===== src/rtl/core/pwm_pulse_width_median_capture_unit_macros.svh =====
// Assertion macros for the PWM pulse width median capture unit.
// Used by the top level only; no other dependencies.
`ifndef PWM_PULSE_WIDTH_MEDIAN_CAPTURE_UNIT_MACROS_SVH
`define PWM_PULSE_WIDTH_MEDIAN_CAPTURE_UNIT_MACROS_SVH

// Consequent must hold whenever the antecedent holds, outside reset.
`define PWMC_ASSERT_IMPL(label, clk, rst_n, ante, cons, msg) \
  label: assert property (@(posedge clk) disable iff (!rst_n) (ante) |-> (cons)) \
    else $error(msg);

// Consequent must hold on the cycle after the antecedent.
`define PWMC_ASSERT_NEXT(label, clk, ante, cons, msg) \
  label: assert property (@(posedge clk) (ante) |=> (cons)) \
    else $error(msg);

`endif


===== src/rtl/core/pwmc_pkg.sv =====
// Shared types and constants of the PWM pulse width median capture unit.
// No dependencies.
`timescale 1ns / 1ps

package pwmc_pkg;

  localparam int CH_W      = 3;
  localparam int SEC_W     = 32;
  localparam int USEC_W    = 20;
  localparam int WIDTH_W   = 22;
  localparam int CNT_W     = 32;
  localparam int EN_W      = 8;

  localparam logic signed [WIDTH_W-1:0] USEC_PER_SEC = 22'sd1000000;

  localparam logic KIND_RISE = 1'b0;
  localparam logic KIND_FALL = 1'b1;

  // One measured width on its way from the front end to the filter
  typedef struct packed {
    logic [CH_W-1:0]           channel;
    logic signed [WIDTH_W-1:0] width;
  } pwmc_job_t;

endpackage


===== src/rtl/core/pwmc_front.sv =====
// Front end: edge classification, start timestamps and width measurement.
// Depends on pwmc_pkg.
`timescale 1ns / 1ps

module pwmc_front #(
  parameter int CHANNELS = 8
) (
  input  logic                          clk,
  input  logic                          rst_n,
  input  logic                          cfg_valid,
  input  logic [pwmc_pkg::EN_W-1:0]     cfg_data,
  input  logic                          in_push,
  input  logic                          in_kind,
  input  logic [pwmc_pkg::CH_W-1:0]     in_channel,
  input  logic [pwmc_pkg::SEC_W-1:0]    in_time_sec,
  input  logic [pwmc_pkg::USEC_W-1:0]   in_time_usec,
  input  logic                          q_full,
  output logic                          q_push,
  output pwmc_pkg::pwmc_job_t           q_job
);
  import pwmc_pkg::*;

  localparam int CW = (CHANNELS > 1) ? $clog2(CHANNELS) : 1;

  logic [EN_W-1:0]   enable_r;
  logic [SEC_W-1:0]  start_sec_r  [CHANNELS];
  logic [USEC_W-1:0] start_usec_r [CHANNELS];
  logic [CHANNELS-1:0] pending_r;

  logic                      accept;
  logic                      chan_ok;
  logic [CW-1:0]             ch_idx;
  logic signed [WIDTH_W-1:0] diff;
  logic signed [WIDTH_W-1:0] width;

  assign accept  = in_push && !q_full;
  assign ch_idx  = CW'(in_channel);
  assign chan_ok = (32'(in_channel) < CHANNELS) && enable_r[in_channel];

  // Width: microsecond difference, plus one second when the second count moved on
  assign diff  = $signed({2'b00, in_time_usec}) - $signed({2'b00, start_usec_r[ch_idx]});
  assign width = (start_sec_r[ch_idx] < in_time_sec) ? diff + USEC_PER_SEC : diff;

  assign q_push        = accept && chan_ok && (in_kind == KIND_FALL) && pending_r[ch_idx];
  assign q_job.channel = in_channel;
  assign q_job.width   = width;

  // Channel enable register
  always_ff @(posedge clk) begin
    if (!rst_n) begin
      enable_r <= '0;
    end else if (cfg_valid) begin
      enable_r <= cfg_data;
    end
  end

  // Pending flags
  always_ff @(posedge clk) begin
    if (!rst_n) begin
      pending_r <= '0;
    end else if (accept && chan_ok) begin
      pending_r[ch_idx] <= (in_kind == KIND_RISE);
    end
  end

  // Start timestamps; only read behind a pending flag
  always_ff @(posedge clk) begin
    if (accept && chan_ok && (in_kind == KIND_RISE)) begin
      start_sec_r[ch_idx]  <= in_time_sec;
      start_usec_r[ch_idx] <= in_time_usec;
    end
  end

endmodule


===== src/rtl/core/pwmc_jobq.sv =====
// Two-entry queue of measured widths between front end and filter.
// Depends on pwmc_pkg.
`timescale 1ns / 1ps

module pwmc_jobq (
  input  logic                clk,
  input  logic                rst_n,
  input  logic                push,
  input  pwmc_pkg::pwmc_job_t din,
  output logic                full,
  input  logic                pop,
  output pwmc_pkg::pwmc_job_t dout,
  output logic                empty
);
  import pwmc_pkg::*;

  pwmc_job_t  entry_r [2];
  logic       wr_ptr_r;
  logic       rd_ptr_r;
  logic [1:0] count_r;

  assign full  = (count_r == 2'd2);
  assign empty = (count_r == 2'd0);
  assign dout  = entry_r[rd_ptr_r];

  // Pointers and fill level
  always_ff @(posedge clk) begin
    if (!rst_n) begin
      wr_ptr_r <= 1'b0;
      rd_ptr_r <= 1'b0;
      count_r  <= 2'd0;
    end else begin
      if (push) wr_ptr_r <= !wr_ptr_r;
      if (pop)  rd_ptr_r <= !rd_ptr_r;
      count_r <= count_r + 2'(push) - 2'(pop);
    end
  end

  always_ff @(posedge clk) begin
    if (push) entry_r[wr_ptr_r] <= din;
  end

endmodule


===== src/rtl/core/pwmc_back.sv =====
// Back end: per-channel width window, rank-based median and result register.
// Depends on pwmc_pkg.
`timescale 1ns / 1ps

module pwmc_back #(
  parameter int CHANNELS = 8,
  parameter int WINDOW   = 8
) (
  input  logic                              clk,
  input  logic                              rst_n,
  input  logic                              q_empty,
  input  pwmc_pkg::pwmc_job_t               q_job,
  output logic                              q_pop,
  input  logic                              out_pop,
  output logic                              out_empty,
  output logic [pwmc_pkg::CH_W-1:0]         out_channel,
  output logic signed [pwmc_pkg::WIDTH_W-1:0] out_median_width,
  output logic signed [pwmc_pkg::WIDTH_W-1:0] out_raw_width,
  output logic [pwmc_pkg::CNT_W-1:0]        out_sample_total
);
  import pwmc_pkg::*;

  localparam int CW    = (CHANNELS > 1) ? $clog2(CHANNELS) : 1;
  localparam int IW    = (WINDOW > 1) ? $clog2(WINDOW) : 1;
  localparam int LW    = $clog2(WINDOW + 1) + 1;
  localparam int DEPTH = CHANNELS * WINDOW;
  localparam int AW    = (DEPTH > 1) ? $clog2(DEPTH) : 1;
  localparam int RW    = $clog2(WINDOW + 1) + 1;
  localparam int MID   = WINDOW / 2;

  typedef enum logic [3:0] {
    ST_IDLE = 4'b0001,
    ST_LOAD = 4'b0010,
    ST_RANK = 4'b0100,
    ST_EMIT = 4'b1000
  } state_t;

  state_t state_r;

  logic signed [WIDTH_W-1:0] mem [DEPTH];
  logic signed [WIDTH_W-1:0] rdata_r;
  logic signed [WIDTH_W-1:0] win_r [WINDOW];

  logic [IW-1:0]  ptr_r  [CHANNELS];
  logic [LW-1:0]  fill_r [CHANNELS];
  logic [CNT_W-1:0] count_r [CHANNELS];

  logic [CW-1:0]             ch_r;
  logic signed [WIDTH_W-1:0] width_r;
  logic [IW-1:0]             pos_r;
  logic [LW-1:0]             fill_old_r;
  logic [CNT_W-1:0]          total_r;
  logic [LW-1:0]             ld_cnt_r;
  logic [IW-1:0]             cand_r;
  logic signed [WIDTH_W-1:0] med_r;
  logic                      out_valid_r;

  logic [CW-1:0]  job_ch;
  logic [IW-1:0]  job_ptr;
  logic [IW-1:0]  rd_idx;
  logic [AW-1:0]  rd_addr;
  logic [AW-1:0]  wr_addr;
  logic [IW-1:0]  cap_idx;
  logic [RW-1:0]  rank;
  logic           take_job;
  logic           emit_go;

  assign job_ch   = CW'(q_job.channel);
  assign job_ptr  = ptr_r[job_ch];
  assign take_job = (state_r == ST_IDLE) && !q_empty;
  assign q_pop    = take_job;
  assign emit_go  = (state_r == ST_EMIT) && (!out_valid_r || out_pop);
  assign out_empty = !out_valid_r;

  assign rd_idx  = (ld_cnt_r < LW'(WINDOW)) ? ld_cnt_r[IW-1:0] : '0;
  assign rd_addr = AW'(int'(ch_r) * WINDOW + int'(rd_idx));
  assign wr_addr = AW'(int'(job_ch) * WINDOW + int'(job_ptr));
  assign cap_idx = IW'(ld_cnt_r - LW'(1));

  // Rank of the candidate; ties broken by position so every rank is unique
  always_comb begin
    rank = '0;
    for (int j = 0; j < WINDOW; j++) begin
      if ((win_r[j] < win_r[cand_r]) ||
          ((win_r[j] == win_r[cand_r]) && (IW'(j) < cand_r))) begin
        rank = rank + RW'(1);
      end
    end
  end

  // Sequencer
  always_ff @(posedge clk) begin
    if (!rst_n) begin
      state_r <= ST_IDLE;
    end else begin
      unique case (state_r)
        ST_IDLE: if (take_job) state_r <= ST_LOAD;
        ST_LOAD: if (ld_cnt_r == LW'(WINDOW)) state_r <= ST_RANK;
        ST_RANK: if (cand_r == IW'(WINDOW - 1)) state_r <= ST_EMIT;
        ST_EMIT: if (emit_go) state_r <= ST_IDLE;
        default: state_r <= ST_IDLE;
      endcase
    end
  end

  // Per-channel ring pointer, fill level and sample count
  always_ff @(posedge clk) begin
    if (!rst_n) begin
      for (int c = 0; c < CHANNELS; c++) begin
        ptr_r[c]   <= '0;
        fill_r[c]  <= '0;
        count_r[c] <= '0;
      end
    end else if (take_job) begin
      ptr_r[job_ch]   <= (job_ptr == IW'(WINDOW - 1)) ? '0 : job_ptr + IW'(1);
      fill_r[job_ch]  <= (fill_r[job_ch] == LW'(WINDOW)) ? fill_r[job_ch]
                                                         : fill_r[job_ch] + LW'(1);
      count_r[job_ch] <= count_r[job_ch] + CNT_W'(1);
    end
  end

  // Job capture and step counters
  always_ff @(posedge clk) begin
    if (take_job) begin
      ch_r       <= job_ch;
      width_r    <= q_job.width;
      pos_r      <= job_ptr;
      fill_old_r <= fill_r[job_ch];
      total_r    <= count_r[job_ch] + CNT_W'(1);
      ld_cnt_r   <= '0;
      cand_r     <= '0;
    end else if (state_r == ST_LOAD) begin
      ld_cnt_r <= ld_cnt_r + LW'(1);
    end else if (state_r == ST_RANK) begin
      cand_r <= cand_r + IW'(1);
    end
  end

  // Window memory: one write per job, one registered read per load step
  always_ff @(posedge clk) begin
    if (take_job) mem[wr_addr] <= q_job.width;
    rdata_r <= mem[rd_addr];
  end

  // Local copy of the window; entries never written since reset read as zero
  always_ff @(posedge clk) begin
    if ((state_r == ST_LOAD) && (ld_cnt_r != '0)) begin
      if (cap_idx == pos_r)
        win_r[cap_idx] <= width_r;
      else if (LW'(cap_idx) < fill_old_r)
        win_r[cap_idx] <= rdata_r;
      else
        win_r[cap_idx] <= '0;
    end
  end

  // Median latch
  always_ff @(posedge clk) begin
    if ((state_r == ST_RANK) && (rank == RW'(MID))) med_r <= win_r[cand_r];
  end

  // Result register
  always_ff @(posedge clk) begin
    if (!rst_n) begin
      out_valid_r <= 1'b0;
    end else if (emit_go) begin
      out_valid_r <= 1'b1;
    end else if (out_pop) begin
      out_valid_r <= 1'b0;
    end
  end

  always_ff @(posedge clk) begin
    if (emit_go) begin
      out_channel      <= CH_W'(ch_r);
      out_median_width <= med_r;
      out_raw_width    <= width_r;
      out_sample_total <= total_r;
    end
  end

endmodule


===== src/rtl/core/pwm_pulse_width_median_capture_unit.sv =====
// PWM capture unit: the filter works on one width at a time, taking it
// through WINDOW+1 memory reads and WINDOW rank steps before it can take
// the next width, which sets the throughput.
// Rising edges and ignored edges are handled in the front end alone.
// Synchronous active-low reset clears control state; window entries are
// treated as zero by per-channel fill counts, with no clearing pass.
`timescale 1ns / 1ps
`include "pwm_pulse_width_median_capture_unit_macros.svh"

module pwm_pulse_width_median_capture_unit #(
  parameter int CHANNELS = 8,
  parameter int WINDOW   = 8
) (
  input  logic                                clk,
  input  logic                                rst_n,
  input  logic                                cfg_valid,
  output logic                                cfg_ready,
  input  logic [pwmc_pkg::EN_W-1:0]           cfg_data,
  input  logic                                push,
  output logic                                full,
  input  logic                                in_kind,
  input  logic [pwmc_pkg::CH_W-1:0]           in_channel,
  input  logic [pwmc_pkg::SEC_W-1:0]          in_time_sec,
  input  logic [pwmc_pkg::USEC_W-1:0]         in_time_usec,
  output logic                                empty,
  input  logic                                pop,
  output logic [pwmc_pkg::CH_W-1:0]           out_channel,
  output logic signed [pwmc_pkg::WIDTH_W-1:0] out_median_width,
  output logic signed [pwmc_pkg::WIDTH_W-1:0] out_raw_width,
  output logic [pwmc_pkg::CNT_W-1:0]          out_sample_total
);
  import pwmc_pkg::*;

  logic      q_push;
  logic      q_full;
  logic      q_pop;
  logic      q_empty;
  pwmc_job_t q_in;
  pwmc_job_t q_out;

  assign cfg_ready = 1'b1;
  assign full      = q_full;

  pwmc_front #(.CHANNELS(CHANNELS)) u_front (
    .clk          (clk),
    .rst_n        (rst_n),
    .cfg_valid    (cfg_valid),
    .cfg_data     (cfg_data),
    .in_push      (push),
    .in_kind      (in_kind),
    .in_channel   (in_channel),
    .in_time_sec  (in_time_sec),
    .in_time_usec (in_time_usec),
    .q_full       (q_full),
    .q_push       (q_push),
    .q_job        (q_in)
  );

  pwmc_jobq u_jobq (
    .clk   (clk),
    .rst_n (rst_n),
    .push  (q_push),
    .din   (q_in),
    .full  (q_full),
    .pop   (q_pop),
    .dout  (q_out),
    .empty (q_empty)
  );

  pwmc_back #(.CHANNELS(CHANNELS), .WINDOW(WINDOW)) u_back (
    .clk              (clk),
    .rst_n            (rst_n),
    .q_empty          (q_empty),
    .q_job            (q_out),
    .q_pop            (q_pop),
    .out_pop          (pop),
    .out_empty        (empty),
    .out_channel      (out_channel),
    .out_median_width (out_median_width),
    .out_raw_width    (out_raw_width),
    .out_sample_total (out_sample_total)
  );

  // Checks
  `PWMC_ASSERT_IMPL(a_no_push_when_full, clk, rst_n, q_push, !q_full, "job queue overrun")
  `PWMC_ASSERT_IMPL(a_no_pop_when_empty, clk, rst_n, q_pop, !q_empty, "job queue underrun")
  `PWMC_ASSERT_NEXT(a_empty_after_reset, clk, !rst_n, empty, "result pending after reset")

endmodule


===== config.mk =====
export PLATFORM = sky130hd
export DESIGN_NAME = pwm_pulse_width_median_capture_unit
export DESIGN_NICKNAME = d
export VERILOG_FILES = /design/src/rtl/core/pwmc_pkg.sv /design/src/rtl/core/pwmc_front.sv /design/src/rtl/core/pwmc_jobq.sv /design/src/rtl/core/pwmc_back.sv /design/src/rtl/core/pwm_pulse_width_median_capture_unit.sv
export VERILOG_INCLUDE_DIRS = /design/src /design/src/rtl/core
export SDC_FILE = /design/constraint.sdc
export NUM_CORES = 2
export LEC_CHECK = 0
export BUFFER_PORTS_ARGS = -buffer_cell sky130_fd_sc_hd__buf_4
export CORE_MARGIN = 4
export CORE_UTILIZATION = 60
export DETAILED_ROUTE_END_ITERATION = 12
export GPL_TIMING_DRIVEN = 0
export PLACE_DENSITY = 0.76
export SLEW_MARGIN = 10
export SYNTH_ARGS = -nofsm -noshare
export SYNTH_HDL_FRONTEND = slang
export SYNTH_SLANG_ARGS = --single-unit

===== constraint.sdc =====
create_clock -name clk -period 13.15 [get_ports clk]
set_input_delay 1.315 -clock clk [delete_from_list [all_inputs] [get_ports clk]]
set_output_delay 1.315 -clock clk [all_outputs]
set_load 0.01 [all_outputs]

==> flow_results.org <==
** Clock tree
- Clock latency on the worst-skew pair, taken at its later pin, is ~0.93 ns.
- The number of hold buffers added after CTS was 0.
- Clock tree synthesis inserted a total of ~270 buffers.
- In this run the post-CTS setup repair buffer count came out at 0.
- The tree is rooted in a clkbuf_16.
- Worst-case clock buffer depth :: 4
- CTS saw 2595 sinks.
- After clock tree synthesis, the clock-pin slew on the worst setup and hold paths is 0.06 ns.
- In this run the number of H-tree levels came out at 5.
- After clock tree synthesis, the repair step resized 0 gates.
- TritonCTS clock tree :: yes

** Place
- # port buffers :: 148
- Summed over all nets, the half-perimeter wirelength after detailed placement is 200000 um.
- Timing analysis after detailed placement gives a worst setup slack of approximately 1.9 ns.
- Placed instance count :: approximately 9.4k
- The congestion estimate from routability-driven global placement came to roughly 0.98.

** Logic synthesis
- After synthesis, flip-flops and latches occupy 73.0% of the total area.
- The number of nets handed over by synthesis was 7146.
- Share of flip-flops with an asynchronous set or reset :: 0%
- Summing the areas of all compound-gate instances in the mapped netlist gives 10.3% of the synthesized area.
- The synthesized design contains ~2.5k enable-type register cells.
- Top cell type by total area after synthesis :: edfxtp_1
- Main combinational cell family by area after synthesis :: compound AO/OA/AOI/OAI gates
- The average instance in the mapped netlist occupies 15.5 um2.
- After Yosys synthesis, full adders, half adders and majority gates account for under 10% of the synthesized area.
- Of the total synthesized cell area, the portion taken by AND, OR, NAND and NOR gates is 6.64%.
- Post-synthesis instance total :: approximately 6.8k
- Xor/xnor cell area share of the yosys netlist :: less than 1%
- In the post-synthesis netlist, the biggest area contributors are edfxtp_1, mux4_2, ha_1, nand2_1, nor2_1.
- Total number of yosys warnings :: 0
- Multiplexer fraction of the synthesized cell area :: ~4.4%
- Among all flip-flop cells after synthesis, the most frequent one is edfxtp_1.
- Post-Synthesis Cell Area :: 106000 um2
- Number of storage elements in the synthesis netlist :: approximately 2.6k
- Area share of the largest cell type after synthesis :: 71.9%
- Synthesis instantiated 95 different standard cells from the library.

** Worst hold path
- In this run the worst hold path is classified as flip-flop to flip-flop.

** STA
- After layout, the worst path uses a little under nine tenths of the clock period.
- Shortest period the worst path allows :: around 11 ns
- The final number of max-transition violations came to 0.
- Max Clk Rate :: roughly 0.09 GHz
- Clock skew on the completed layout was measured at between 0.05 and 0.06 ns.
- Setup slack closes at ~1.9 ns.
- In the final timing run, aggregate negative setup slack is 0 ns.
- Setup Viol. Count Final :: 0
- Setup repair after global routing left no endpoint under its margin.
- Relative slew margins :: 1.90%
- Final Hold Vio Count :: 0
- For the pin with the worst max-slew slack, the measured transition is about 1.5 ns.

** Global route
- For this run, the total global-route usage over all layers was measured as between 30 and 40%.
- Largest net degree at the start of global routing :: 66
- The via count of the first global-routing pass came to 66.0k.
- Summed over all layers, the global routing overflow is 0.
- Initial antenna violation count :: 27
- First-pass GRT wire length :: 440000 um

** Pwr
- Reported leakage power :: between 0.04 and 0.05 uW
- After layout, the design draws a total of 20500 uW.
- Across the VDD grid, the largest voltage drop is 111 uV.
- Pwr per Cell Area :: ~170 nW/um2

** Floorplanning
- The region available for standard cell placement spans around 170000 um2.
- In this run the core area contains between 150 and 200 standard-cell rows.
- The die covers 183000 um2.
- Initial core utilization :: between 60% and 70%
- Die H :: approximately 430 um
- Number of top-level pins :: 151
- Horizontal die dimension :: 428 um

** Drt
- Total Routed Length :: between 300000 and 400000 um
- Total iterations of the first detailed-routing run :: 7
- Final ANT Viol Nets :: 0
- The final route contains roughly 68k vias.
- Average wire per standard cell :: between 30 and 40 um
- In the routed layout, each cell is associated on average with a via count of 6.86.
- The detailed router finished its first iteration with about 11k violations.
- Number of remaining DRC errors :: 0

** Layout
- Layout Utilization :: 69.3%
- The net count of the finished layout is 7690.
- Relative to the synthesized area, the layout overhead comes to 14.3%.
- The library cell used most frequently in the layout, excluding fill and tap cells, is edfxtp_1.
- Once layout is complete, the cells apart from fillers number 9892.
- Counting the fill cells in the layout gives ~11k.
- Most frequent cells in the layout :: edfxtp_1, nand2_1, nor2_1
- Of the cells placed in the final design, the portion with a size suffix greater than 1 is 13.0%.

** Worst setup path
- The worst setup path is captured at a flip-flop.
- Crit path largest cell delay :: roughly 0.94 ns
- Among all stages on the critical path, the largest delay is contributed by buf_1.
- For flop-to-flop paths, the worst setup slack is between 1.5 and 2 ns.
- For the worst setup path, the data required time is approximately 14 ns.
- Along the worst path, the maximum fanout reaches 13.
- Most repeated library cell on the critical path :: ha_1
- Crit path kind :: flip-flop to flip-flop
- Data arrives at the worst endpoint at approximately 12 ns.
- Crit path launch type :: flip-flop

** Job
- Max-cap violations in this run came to 0.

** Outcome
- Outcome :: completed
==> logic make-up (layout without fill, tap and decap cells) <==
family                   count (synthesis)  in the layout
XOR/XNOR                                79             79
adder cells (fa/ha/maj)                249            249
flip-flops                            2595           2595
multiplexers                           254            254
AND/OR/NAND/NOR                       1525           1525
AO/OA/AOI/OAI                         1566           1566
other                                    1             17
buffers and inverters                  559           1282
==> worst max-delay path: cells and delay by family, from the launching register on <==
family | cells | cell delay (ns)
and+or+nand+nor | 9 | 1.64
AOI/OAI and AO/OA | 16 | 3.98
DFF | 1 | 0.31
buffers and inverters | 3 | 1.64
adders and majority gates | 7 | 1.86
muxes | 3 | 1.48
==> worst paths after layout <==
| kind | start | endpoint | depth (start not counted) |
|---|---|---|---|
| max | flip-flop | u_back.med_r[13] | 38 |
| min | u_back.total_r[29] | u_back.out_sample_total[29] | 0 |
| max reg2reg | flip-flop | u_back.med_r[13] | 38 |
| min reg2reg | u_back.total_r[29] | u_back.out_sample_total[29] | 0 |
==> final cells by class <==
cell class                      count  area, um2  area share [%]
Sequential cell                  2595      77300            63.8
Tap cell                         2325       2910            2.40
Clock inverter                    110       1110           0.919
Clock buffer                      345       7440            6.14
Buffer                            411       1610            1.33
Antenna cell                       16       40.0          0.0331
Multi-Input combinational cell   3674      26900            22.2
Inverter                          148        563           0.465
Timing Repair Buffer              268       3170            2.61
==> cells in the mapped netlist (all sizes together) (10+ instances only) <==
master     n
o21a      44
nor2b     34
a221o     10
a31oi    189
nor3      31
and3      25
inv      148
o21ai    231
nor3b     13
a22oi    218
nor2     501
o22ai    185
mux4     161
o221ai   179
a21oi    103
and2     189
a21o      51
nand2    517
buf       47
a221oi    34
and4      13
edfxtp  2536
ha       248
xor2      26
nor4      15
a22o      53
or2       12
nand4     77
clkbuf   364
xnor2     52
nand3     45
a211oi   187
mux2      33
nand2b    20
mux2i     60
dfxtp     59
==> report_power, final <==
group | internal, uW | total (uW) | switching (uW) | leakage (uW)
Clock | 4430 | 7520 | 3090 | 0.00418
Sequential | 9800 | 9920 | 121 | 0.0237
Combinational | 828 | 3050 | 2220 | 0.0122
Total | 15100 | 20500 | 5430 | 0.0402
==> state kept, by name (all words and copies together), names as in the netlist, 22 cells and up, named ones only <==
signal                   cells
u_back.rdata_r              22
u_back.med_r                22
u_front.start_sec_r        256
u_jobq.entry_r              50
u_back.count_r             256
u_back.out_raw_width        22
u_back.mem                1408
u_back.out_median_width     22
u_back.ptr_r                24
u_back.win_r               176
u_back.total_r              32
u_front.start_usec_r       160
u_back.fill_r               40
u_back.out_sample_total     32
u_back.width_r              22
==> metal layers <==
metal	vias up	global-route usage (%)	wire length, um
met2	5201	50.0	140000
met4	4	18.1	19600
met3	1015	7.53	37700
met5	-	0	31
met1	33564	43.4	107000
li1	28103	-	-
==> per-stage QoR <==
stage	hold slack (ns)	area, um2
after floorplan	0.400	106000
after global routing	0.421	121000
after global placement	0.401	110000
after detailed placement	0.405	113000
final	0.417	121000
after CTS	0.417	121000
No activity file was read; power rests on OpenSTA's default activity.
